**src/rtl/core/llws_pkg.sv**
```systemverilog
// Shared types and constants for the least-loaded worker select block.
package llws_pkg;

  localparam int MAX_WORKERS  = 64;
  localparam int LOAD_WIDTH   = 48;
  localparam int FIELD_WIDTH  = 32;
  localparam int ADDEND_WIDTH = FIELD_WIDTH + 1;
  localparam int INDEX_WIDTH  = 6;
  localparam int COUNT_WIDTH  = $clog2(MAX_WORKERS + 1);
  localparam int CMDQ_DEPTH   = 2;
  localparam int CMDQ_PTR_W   = $clog2(CMDQ_DEPTH);
  localparam int CMDQ_CNT_W   = $clog2(CMDQ_DEPTH + 1);
  localparam int RESQ_DEPTH   = 2;
  localparam int RESQ_PTR_W   = $clog2(RESQ_DEPTH);
  localparam int RESQ_CNT_W   = $clog2(RESQ_DEPTH + 1);

  localparam logic [LOAD_WIDTH-1:0] LOAD_MAX = '1;

  typedef enum logic [1:0] {
    OP_HEADER     = 2'd0,
    OP_TERM       = 2'd1,
    OP_EMPTY_SCAN = 2'd2,
    OP_UNUSED     = 2'd3
  } op_t;

  typedef enum logic [1:0] {
    ACC_LOAD = 2'd0,
    ACC_ADD  = 2'd1,
    ACC_KEEP = 2'd2
  } acc_mode_t;

  typedef struct packed {
    logic [1:0]             operation;
    logic                   prefill;
    logic [FIELD_WIDTH-1:0] wait_tokens;
    logic                   busy_req;
    logic [FIELD_WIDTH-1:0] run_tokens;
    logic [FIELD_WIDTH-1:0] kv_wait_tokens;
    logic [FIELD_WIDTH-1:0] req_prompt_tokens;
    logic [FIELD_WIDTH-1:0] req_done_tokens;
    logic                   last_of_worker;
    logic                   last_of_scan;
  } in_item_t;

  typedef struct packed {
    logic                   found;
    logic [INDEX_WIDTH-1:0] worker_index;
    logic [LOAD_WIDTH-1:0]  best_load;
  } out_item_t;

  typedef struct packed {
    acc_mode_t               acc_mode;
    logic [ADDEND_WIDTH-1:0] value;
    logic                    close_worker;
    logic                    close_scan;
    logic                    empty_scan;
  } cmd_t;

endpackage

```
**src/rtl/core/llws_front.sv**
```systemverilog
// Front end: classifies an input item and forms its load contribution.
module llws_front (
  input  llws_pkg::in_item_t request,
  output logic               keep,
  output llws_pkg::cmd_t     cmd
);

  logic [llws_pkg::ADDEND_WIDTH-1:0] queued_ext;
  logic [llws_pkg::ADDEND_WIDTH-1:0] prefill_load;
  logic [llws_pkg::ADDEND_WIDTH-1:0] decode_load;
  logic [llws_pkg::ADDEND_WIDTH-1:0] term_load;

  assign queued_ext = {1'b0, request.wait_tokens};

  // Header and term sums never exceed 33 bits, so no saturation is needed here.
  always_comb begin
    prefill_load = queued_ext;
    if (request.busy_req) begin
      prefill_load = queued_ext + {1'b0, request.run_tokens}
                     + llws_pkg::ADDEND_WIDTH'(1);
    end
  end

  assign decode_load = queued_ext + {1'b0, request.kv_wait_tokens};
  assign term_load   = {1'b0, request.req_prompt_tokens} + {1'b0, request.req_done_tokens};

  always_comb begin
    cmd.acc_mode     = llws_pkg::ACC_KEEP;
    cmd.value        = term_load;
    cmd.close_worker = request.last_of_worker;
    cmd.close_scan   = request.last_of_scan;
    cmd.empty_scan   = 1'b0;
    keep             = 1'b1;
    case (request.operation)
      llws_pkg::OP_HEADER: begin
        cmd.acc_mode = llws_pkg::ACC_LOAD;
        cmd.value    = request.prefill ? prefill_load : decode_load;
      end
      llws_pkg::OP_TERM: begin
        cmd.acc_mode = request.prefill ? llws_pkg::ACC_KEEP : llws_pkg::ACC_ADD;
      end
      llws_pkg::OP_EMPTY_SCAN: begin
        cmd.empty_scan   = 1'b1;
        cmd.close_worker = 1'b0;
        cmd.close_scan   = 1'b0;
      end
      default: begin
        keep = 1'b0;
      end
    endcase
  end

endmodule

```
**src/rtl/core/llws_cmd_queue.sv**
```systemverilog
// Short command queue between the front end and the scan engine.
module llws_cmd_queue (
  input  logic           clk,
  input  logic           rst,
  input  logic           push,
  output logic           full,
  input  llws_pkg::cmd_t wr_data,
  input  logic           pop,
  output logic           empty,
  output llws_pkg::cmd_t rd_data
);

  llws_pkg::cmd_t                  slots [llws_pkg::CMDQ_DEPTH];
  logic [llws_pkg::CMDQ_PTR_W-1:0] wr_ptr;
  logic [llws_pkg::CMDQ_PTR_W-1:0] rd_ptr;
  logic [llws_pkg::CMDQ_CNT_W-1:0] count;
  logic                            do_push;
  logic                            do_pop;

  assign full    = (count == llws_pkg::CMDQ_CNT_W'(llws_pkg::CMDQ_DEPTH));
  assign empty   = (count == '0);
  assign do_push = push && !full;
  assign do_pop  = pop && !empty;
  assign rd_data = slots[rd_ptr];

  always_ff @(posedge clk) begin
    if (do_push) begin
      slots[wr_ptr] <= wr_data;
    end
  end

  always_ff @(posedge clk) begin
    if (rst) begin
      wr_ptr <= '0;
      rd_ptr <= '0;
      count  <= '0;
    end else begin
      if (do_push) begin
        wr_ptr <= (wr_ptr == llws_pkg::CMDQ_PTR_W'(llws_pkg::CMDQ_DEPTH - 1)) ? '0
                  : wr_ptr + llws_pkg::CMDQ_PTR_W'(1);
      end
      if (do_pop) begin
        rd_ptr <= (rd_ptr == llws_pkg::CMDQ_PTR_W'(llws_pkg::CMDQ_DEPTH - 1)) ? '0
                  : rd_ptr + llws_pkg::CMDQ_PTR_W'(1);
      end
      if (do_push && !do_pop) begin
        count <= count + llws_pkg::CMDQ_CNT_W'(1);
      end else if (do_pop && !do_push) begin
        count <= count - llws_pkg::CMDQ_CNT_W'(1);
      end
    end
  end

endmodule

```
**src/rtl/core/llws_back.sv**
```systemverilog
// Scan engine: load accumulator, running minimum, and the result buffer.
module llws_back (
  input  logic                clk,
  input  logic                rst,
  input  logic                cmd_empty,
  input  llws_pkg::cmd_t      cmd,
  output logic                cmd_pop,
  output logic                empty,
  input  logic                pop,
  output llws_pkg::out_item_t result
);

  logic [llws_pkg::COUNT_WIDTH-1:0] worker_counter;
  logic [llws_pkg::LOAD_WIDTH-1:0]  load_accumulator;
  logic [llws_pkg::LOAD_WIDTH-1:0]  best_value;
  logic [llws_pkg::INDEX_WIDTH-1:0] best_index;
  logic                             any_worker_seen;

  logic [llws_pkg::COUNT_WIDTH-1:0] worker_counter_next;
  logic [llws_pkg::LOAD_WIDTH-1:0]  load_accumulator_next;
  logic [llws_pkg::LOAD_WIDTH-1:0]  best_value_next;
  logic [llws_pkg::INDEX_WIDTH-1:0] best_index_next;
  logic                             any_worker_seen_next;

  logic [llws_pkg::LOAD_WIDTH:0]    acc_sum;
  logic [llws_pkg::LOAD_WIDTH-1:0]  acc_new;
  logic                             closing;
  logic                             res_push;
  llws_pkg::out_item_t              res_item;

  llws_pkg::out_item_t              res_slots [llws_pkg::RESQ_DEPTH];
  logic [llws_pkg::RESQ_PTR_W-1:0]  res_wr_ptr;
  logic [llws_pkg::RESQ_PTR_W-1:0]  res_rd_ptr;
  logic [llws_pkg::RESQ_CNT_W-1:0]  res_count;
  logic                             res_full;
  logic                             res_pop;

  assign res_full = (res_count == llws_pkg::RESQ_CNT_W'(llws_pkg::RESQ_DEPTH));
  assign empty    = (res_count == '0);
  assign res_pop  = pop && !empty;
  assign result   = res_slots[res_rd_ptr];

  // A command is taken only when the result buffer has room for what it may emit.
  assign cmd_pop  = !cmd_empty && !res_full;

  assign acc_sum = {1'b0, load_accumulator}
                   + (llws_pkg::LOAD_WIDTH + 1)'(cmd.value);

  always_comb begin
    case (cmd.acc_mode)
      llws_pkg::ACC_LOAD: acc_new = llws_pkg::LOAD_WIDTH'(cmd.value);
      llws_pkg::ACC_ADD:  acc_new = acc_sum[llws_pkg::LOAD_WIDTH] ? llws_pkg::LOAD_MAX
                                    : acc_sum[llws_pkg::LOAD_WIDTH-1:0];
      default:            acc_new = load_accumulator;
    endcase
  end

  assign closing = cmd.close_worker || cmd.close_scan;

  always_comb begin
    worker_counter_next   = worker_counter;
    load_accumulator_next = acc_new;
    best_value_next       = best_value;
    best_index_next       = best_index;
    any_worker_seen_next  = any_worker_seen;
    res_push              = 1'b0;
    res_item              = '0;

    if (closing) begin
      load_accumulator_next = '0;
      // Workers past the table size are not compared and the id stops advancing.
      if (worker_counter < llws_pkg::COUNT_WIDTH'(llws_pkg::MAX_WORKERS)) begin
        if (acc_new < best_value) begin
          best_value_next = acc_new;
          best_index_next = worker_counter[llws_pkg::INDEX_WIDTH-1:0];
        end
        any_worker_seen_next = 1'b1;
        worker_counter_next  = worker_counter + llws_pkg::COUNT_WIDTH'(1);
      end
    end

    if (cmd.empty_scan || cmd.close_scan) begin
      res_push = 1'b1;
      if (cmd.close_scan && any_worker_seen_next) begin
        res_item.found        = 1'b1;
        res_item.worker_index = best_index_next;
        res_item.best_load    = best_value_next;
      end
      worker_counter_next   = '0;
      load_accumulator_next = '0;
      best_value_next       = llws_pkg::LOAD_MAX;
      best_index_next       = '0;
      any_worker_seen_next  = 1'b0;
    end
  end

  always_ff @(posedge clk) begin
    if (rst) begin
      worker_counter   <= '0;
      load_accumulator <= '0;
      best_value       <= llws_pkg::LOAD_MAX;
      best_index       <= '0;
      any_worker_seen  <= 1'b0;
    end else if (cmd_pop) begin
      worker_counter   <= worker_counter_next;
      load_accumulator <= load_accumulator_next;
      best_value       <= best_value_next;
      best_index       <= best_index_next;
      any_worker_seen  <= any_worker_seen_next;
    end
  end

  always_ff @(posedge clk) begin
    if (cmd_pop && res_push) begin
      res_slots[res_wr_ptr] <= res_item;
    end
  end

  always_ff @(posedge clk) begin
    if (rst) begin
      res_wr_ptr <= '0;
      res_rd_ptr <= '0;
      res_count  <= '0;
    end else begin
      if (cmd_pop && res_push) begin
        res_wr_ptr <= (res_wr_ptr == llws_pkg::RESQ_PTR_W'(llws_pkg::RESQ_DEPTH - 1)) ? '0
                      : res_wr_ptr + llws_pkg::RESQ_PTR_W'(1);
      end
      if (res_pop) begin
        res_rd_ptr <= (res_rd_ptr == llws_pkg::RESQ_PTR_W'(llws_pkg::RESQ_DEPTH - 1)) ? '0
                      : res_rd_ptr + llws_pkg::RESQ_PTR_W'(1);
      end
      if ((cmd_pop && res_push) && !res_pop) begin
        res_count <= res_count + llws_pkg::RESQ_CNT_W'(1);
      end else if (res_pop && !(cmd_pop && res_push)) begin
        res_count <= res_count - llws_pkg::RESQ_CNT_W'(1);
      end
    end
  end

  a_no_res_overflow: assert property (@(posedge clk) disable iff (rst)
    cmd_pop |-> !res_full)
    else $error("result buffer written while full");

  a_scan_clears: assert property (@(posedge clk) disable iff (rst)
    cmd_pop && (cmd.empty_scan || cmd.close_scan) |=>
      worker_counter == '0 && !any_worker_seen && load_accumulator == '0
      && best_value == llws_pkg::LOAD_MAX)
    else $error("scan state not cleared after a result");

  a_best_index_valid: assert property (@(posedge clk) disable iff (rst)
    any_worker_seen |->
      (llws_pkg::COUNT_WIDTH'(best_index) < worker_counter))
    else $error("best index not among closed workers");

  a_unseen_is_clean: assert property (@(posedge clk) disable iff (rst)
    !any_worker_seen |-> best_value == llws_pkg::LOAD_MAX && worker_counter == '0)
    else $error("best value moved without a closed worker");

endmodule

```
**src/rtl/core/least_loaded_worker_select_core.sv**
```systemverilog
// Least-loaded worker select: top level joining front end, queue and scan engine.
// Throughput: one item per cycle while neither the command queue nor the result buffer is full.
// A scan-closing item is registered in the command queue, then its result in the result buffer.
// The two-entry command queue and two-entry result buffer set the stall slack.
// Reset (rst, synchronous) empties both queues and returns the scan state to
// worker 0, zero load, an all-ones best load and no worker seen.
module least_loaded_worker_select_core (
  input  logic                clk,
  input  logic                rst,
  input  logic                push,
  output logic                full,
  input  llws_pkg::in_item_t  request,
  output logic                empty,
  input  logic                pop,
  output llws_pkg::out_item_t result
);

  llws_pkg::cmd_t front_cmd;
  llws_pkg::cmd_t queue_cmd;
  logic           front_keep;
  logic           q_full;
  logic           q_empty;
  logic           q_pop;

  assign full = q_full;

  llws_front u_front (
    .request (request),
    .keep    (front_keep),
    .cmd     (front_cmd)
  );

  // Items with the unused operation code are accepted and dropped here.
  llws_cmd_queue u_cmd_queue (
    .clk     (clk),
    .rst     (rst),
    .push    (push && front_keep),
    .full    (q_full),
    .wr_data (front_cmd),
    .pop     (q_pop),
    .empty   (q_empty),
    .rd_data (queue_cmd)
  );

  llws_back u_back (
    .clk       (clk),
    .rst       (rst),
    .cmd_empty (q_empty),
    .cmd       (queue_cmd),
    .cmd_pop   (q_pop),
    .empty     (empty),
    .pop       (pop),
    .result    (result)
  );

endmodule

```
**config.mk**
```make
export PLATFORM = sky130hd
export DESIGN_NAME = least_loaded_worker_select_core
export DESIGN_NICKNAME = d
export VERILOG_FILES = /design/src/rtl/core/llws_pkg.sv /design/src/rtl/core/llws_front.sv /design/src/rtl/core/llws_cmd_queue.sv /design/src/rtl/core/llws_back.sv /design/src/rtl/core/least_loaded_worker_select_core.sv
export SDC_FILE = /design/constraint.sdc
export NUM_CORES = 1
export LEC_CHECK = 0
export ABC_CLOCK_PERIOD_IN_PS = 7900
export BUFFER_PORTS_ARGS = -buffer_cell sky130_fd_sc_hd__buf_2
export CAP_MARGIN = 30
export CORE_ASPECT_RATIO = 2
export CORE_MARGIN = 4
export CORE_UTILIZATION = 62
export CTS_BUF_LIST = sky130_fd_sc_hd__clkbuf_4
export DETAILED_ROUTE_END_ITERATION = 8
export HOLD_SLACK_MARGIN = 0.02
export PLACE_DENSITY = 0.83
export SYNTH_ARGS = -nofsm -noshare
export SYNTH_HDL_FRONTEND = slang
export SYNTH_SLANG_ARGS = --single-unit
export TNS_END_PERCENT = 20
```
**constraint.sdc**
```tcl
create_clock -name clk -period 7.9 [get_ports clk]
set_clock_uncertainty 0.2 [all_clocks]
set_input_delay 1.58 -clock clk [delete_from_list [all_inputs] [get_ports clk]]
set_output_delay 1.58 -clock clk [all_outputs]
set_load 0.02 [all_outputs]
```
== Word level (Yosys, flattened, before mapping) ==
Memories as Yosys holds them, arrays and structs flattened. A register that Yosys moved wholly into a read port is not among the register bits.
Cells that the tools add are included.
Operators by class
  add/sub/neg operators: 14
  order comparisons: 2
  eq/ne operators: 5
  multiplexer cells: 44
  reductions and logical operators: 31
Operators with widths (count)
  $mux 48: 7
  $mux 55: 2
  $add 32x32->33: 3
  $mux 33: 3
  $pmux 48 s2: 1
  $add 48x33->49: 1
  $lt 48x48->1: 1
  $add 33x1->33 const B: 1
  $mux 6: 4
  $mux 7: 3
  $mux 1: 17
  $logic_and 1x1->1: 11
  $mux 2: 5
  $logic_not 1->1: 8
  $logic_not 2->1: 4
  $reduce_bool 2->1: 4
  $add 7x1->7 const B: 1
  $lt 7x7->1 const B: 1
  $eq 2x2->1 const B: 3
  $add 1x1->1 const B: 4
  $add 2x1->2 const B: 2
  $eq 2x1->1 const B: 2
  $pmux 2 s2: 1
  $sub 2x1->2 const B: 2
  other kinds (4): 5
Storage, ports and cells
  flip-flop bits (word level): 118
  bits in writable memories: 186
  word-level logic and storage cells: 109
  memories kept: 2
Memories
  u_back.res_slots: depth 2, width 55, rd ports 1, clocked after memory_dff 1, write ports 1, line llws_back.sv:31  | llws_pkg::out_item_t res_slots [llws_pkg::RESQ_DEPTH];
  u_cmd_queue.slots: depth 2, width 38, rd ports 1, clocked after memory_dff 1, write ports 1, line llws_cmd_queue.sv:13  | llws_pkg::cmd_t slots [llws_pkg::CMDQ_DEPTH];

== Longest topological paths before layout ==
  depth after elaboration: 9
  gate-level depth with buffers: 30
  mapped depth without buffers: 23

== Cells and area by module ==
A second synthesis with hierarchy kept.
Second synthesis, totals
  cell total of the unflattened synthesis: 2336
  area, all modules: 21645.8 um^2
Modules (own cells, without submodules)
  llws_back: times used 1, cells an instance 1352, area an instance 12931.2 um^2, seq. area each 5605.4 um^2
  llws_front: times used 1, cells an instance 840, area an instance 5753.0 um^2, seq. area each 0.0 um^2
  llws_cmd_queue: times used 1, cells an instance 143, area an instance 2955.3 um^2, seq. area each 2382.3 um^2
  least_loaded_worker_select_core: times used 1, cells an instance 1, area an instance 6.3 um^2, seq. area each 0.0 um^2

== Worst setup path before layout ==
OpenSTA, ideal clock, no wires.
  kind: register -> register
  start: reg with a tool-made name
  end: mem u_back.res_slots[0][1] in the netlist's numbering, data pin
  arrival time: 6552 ps
  required time: 7513 ps
  slack: 961 ps
  stages on the path, launching flop included: 27
  clock period less this slack: 6939 ps
  cells stage by stage: dfxtp_1 -> clkbuf_1 -> clkbuf_1 -> buf_1 -> mux2_2 -> fa_1 -> a211oi_2 -> o21bai_1 -> o41a_4 -> a211oi_4 -> nor4_2 -> o2111a_1 -> buf_4 -> a2111oi_0 -> a211oi_1 -> ha_1 -> nand4_1 -> or2_2 -> nor4_1 -> and2_1 -> nor3b_1 -> o211ai_2 -> nand3_2 -> buf_2 -> clkbuf_1 -> nor2_1 -> a211oi_1
RTL lines (line)
  to (decl): llws_back.sv:31

==> impl_metrics.env <==
export IMPL_finalWirelength_um=64570
export IMPL_cts_htree_levels=3
export IMPL_worst_pin_slew_ns=1.077
export IMPL_drc=0
export IMPL_rsz0062_at_grt="no"
export IMPL_setup_violations=0
export IMPL_total_power_mw=6.680
export IMPL_relSlewSlack_pct=27.08
export IMPL_grt_pass1_vias=20721
export IMPL_setup_slack_ns=0.5608
export IMPL_area_delta_synth_final_pct=12.19
export IMPL_status="completed"
export IMPL_tns_ns=0
export IMPL_criticalPathCategory="reg -> reg"
export IMPL_cts_path_max_buffers=3
export IMPL_rows=97
export IMPL_syn_nets=2805
export IMPL_period_needed_ns=7.339
export IMPL_final_antenna_net_count=0
export IMPL_ys_flop_type="edfxtp_1"
export IMPL_post_drt_wl_per_cell_um=20.28
export IMPL_synthCells=2452
export IMPL_cts_hold_buffers_added=0
export IMPL_first_pass_iters=8
export IMPL_grtUsageTotal_pct=32.52
export IMPL_final_layout_size_suffix_gt1_share_pct=19.65
export IMPL_worst_ep_arrival_time_ns=7.65
export IMPL_maxCapViolations=0
export IMPL_max_freq_mhz=136.3
export IMPL_syn_mean_instance_area_um2=8.931
export IMPL_dieHeight_um=273.8
export IMPL_final_util_pct=70.29
export IMPL_vias_per_cell=6.367
export IMPL_synth_edff_count=186
export IMPL_io_pins=227
export IMPL_cts_sinks=306
export IMPL_end_kind="flip-flop"
export IMPL_yosys_register_bits=306
export IMPL_post_cts_resized=0
export IMPL_place_congestion=0.9631
export IMPL_clk_insertion_delay_late_ns=0.75
export IMPL_worstPathRequired_ns=8.21
export IMPL_yosysTopAreaCellShare_pct=25.50
export IMPL_num_vias=20271
export IMPL_cts_buffers_inserted=66
export IMPL_die_area_um2=38580
export IMPL_drt_iter0_markers=1241
export IMPL_final_hold_violation_count=0
export IMPL_preCtsSetupSlack_ns=0.7087
export IMPL_power_density_nw_per_um2=271.9
export IMPL_syn_area_um2=21900
export IMPL_leakagePower_nw=10.32
export IMPL_path_clk_slew_ns=0.07
export IMPL_synth_area_top_cells="edfxtp_1, dfxtp_1, ha_1, mux2_2, o21ai_0"
export IMPL_antenna_found_initial=1
export IMPL_ir_drop_mv=0.3419
export IMPL_cp_max_fo=39
export IMPL_async_flop_share_pct=0
export IMPL_dp_hpwl_um=49480
export IMPL_ys_warn_count=0
export IMPL_worstSetupStartpointType="flip-flop"
export IMPL_root_buffer="clkbuf_4"
export IMPL_design_final_nets=3040
export IMPL_grt_overflow=0
export IMPL_min_path_type="reg -> reg"
export IMPL_ys_types=90
export IMPL_post_cts_buffers=0
export IMPL_initial_utilization_pct=62.65
export IMPL_grt_max_degree=57
export IMPL_coreArea_um2=34950
export IMPL_synth_top_cell_by_area="edfxtp_1"
export IMPL_slew_viol_final=0
export IMPL_period_share_pct=92.90
export IMPL_grt_first_pass_wirelength_um=101900
export IMPL_yosysSeqAreaShare_pct=36.47
export IMPL_port_buffers=226
export IMPL_die_w_um=140.9
export IMPL_tritoncts="done"
## per-layer routing
layer	global-route usage, %	part of all wire [%]
met5	0	0
met4	20.55	6.5
met3	4.930	5.3
met2	62.21	54
met1	31.88	35
## cells in the final DEF (no fill, tap or decap), types with 17 or more instances in the layout
cell and count:
buf_2 226, nand2_1 215, nor2_1 201, o21ai_0 188, edfxtp_1 186, a21oi_1 182, ha_1 179, dfxtp_1 118
nand3_1 114, inv_1 102, mux2_2 91, clkbuf_4 91, a21o_1 65, a211oi_1 63, buf_4 58, xnor2_1 57
nor3_1 48, xor2_1 46, a22oi_1 39, o21a_1 31, o211ai_1 29, nand4_1 28, nand2b_1 23, nor2b_1 21
o31ai_1 21, a31oi_1 21, mux2i_1 19, clkinv_1 19, and2_1 17
## worst paths after layout
path	from	end	slack (ns)	cells past startpoint
worst min register to register	u_back.load_accumulator[37]$_SDFFE_PP0P_	u_back.load_accumulator[37]$_SDFFE_PP0P_	0.29	2
worst max register to register	flip-flop	u_back.res_slots[1][32]$_DFFE_PP_	0.56	24
worst max-delay path	flip-flop	u_back.res_slots[1][32]$_DFFE_PP_	0.56	24
worst min-delay path	u_back.load_accumulator[37]$_SDFFE_PP0P_	u_back.load_accumulator[37]$_SDFFE_PP0P_	0.29	2
## layout make-up
class	instances	area (um2)
flip-flops and latches	306	7990
inverters	104	391.6
multi-input cells	1919	13100
clock inverters	28	168.9
fillers	2732	10380
clock buffers	91	683.2
diodes	1	2.502
repair buffers	290	1682
well taps	445	556.8
## logic make-up (layout without fill, tap and decap cells)
family,count (synthesis),count (layout),share of synthesized area (%)
AOI/OAI and AO/OA,772,772,23.14
DFF,306,306,36.47
adders and majority gates,183,183,10.59
other,0,1,0
muxes,111,111,5.593
xor gates and xnor gates,103,103,4.119
buffers and inverters,227,513,4.074
and+or+nand+nor,750,750,16.00
## critical path: stages (launching register included)
cell      delay [ns]
dfxtp_2         0.40
buf_12          0.24
mux2_2          0.39
ha_1            0.43
a21o_1          0.21
o21bai_1        0.15
o41ai_2         0.15
nor4b_1         0.33
a211o_1         0.18
o2111a_1        0.48
buf_4           0.43
o22ai_1         0.12
o21ai_0         0.47
ha_1            0.35
a21o_1          0.16
a21oi_1         0.13
nor2b_1         0.06
o21ai_0         0.26
o211ai_1        0.20
a221o_1         0.44
a22oi_1         0.34
nand3_4         0.18
buf_12          0.21
buf_4           0.17
a211oi_1        0.38
## registers in the layout, indices dropped and copies added, names as in the netlist, named ones only
name                     count
u_back.any_worker_seen       1
u_back.best_index            6
u_back.best_value           48
u_back.load_accumulator     48
u_back.res_count             2
u_back.res_rd_ptr            1
u_back.res_slots           110
u_back.res_wr_ptr            1
u_back.worker_counter        7
u_cmd_queue.count            2
u_cmd_queue.rd_ptr           1
u_cmd_queue.slots           76
u_cmd_queue.wr_ptr           1
## synth_stat cells, types with 39 or more instances
| master | count |
|---|---|
| a21o_1 | 65 |
| a211oi_1 | 63 |
| xnor2_1 | 57 |
| inv_1 | 103 |
| nor2_1 | 204 |
| nor3_1 | 49 |
| dfxtp_1 | 120 |
| clkbuf_1 | 93 |
| mux2_2 | 91 |
| a21oi_1 | 182 |
| nand2_1 | 215 |
| ha_1 | 179 |
| o21ai_0 | 188 |
| xor2_1 | 46 |
| nand3_1 | 114 |
| a22oi_1 | 39 |
| edfxtp_1 | 186 |
## power breakdown
group / switching, mW / internal [mW] / leakage, nW
logic: 2.00 / 1.15 / 7.10
registers: 0.154 / 2.14 / 2.72
clock network: 0.633 / 0.606 / 0.500
## through the flow
| stage | hold WS [ns] | area, um2 | instances |
|---|---|---|---|
| after floorplan | 0.2368 | 21900 | 2452 |
| after global placement | 0.2622 | 23680 | 3062 |
| after detailed placement | 0.2820 | 23720 | 3064 |
| after CTS | 0.2915 | 24570 | 3183 |
| after global routing | 0.3212 | 24570 | 3184 |
| final | 0.2891 | 24570 | 3184 |
Power figures use the tool's default switching activity.
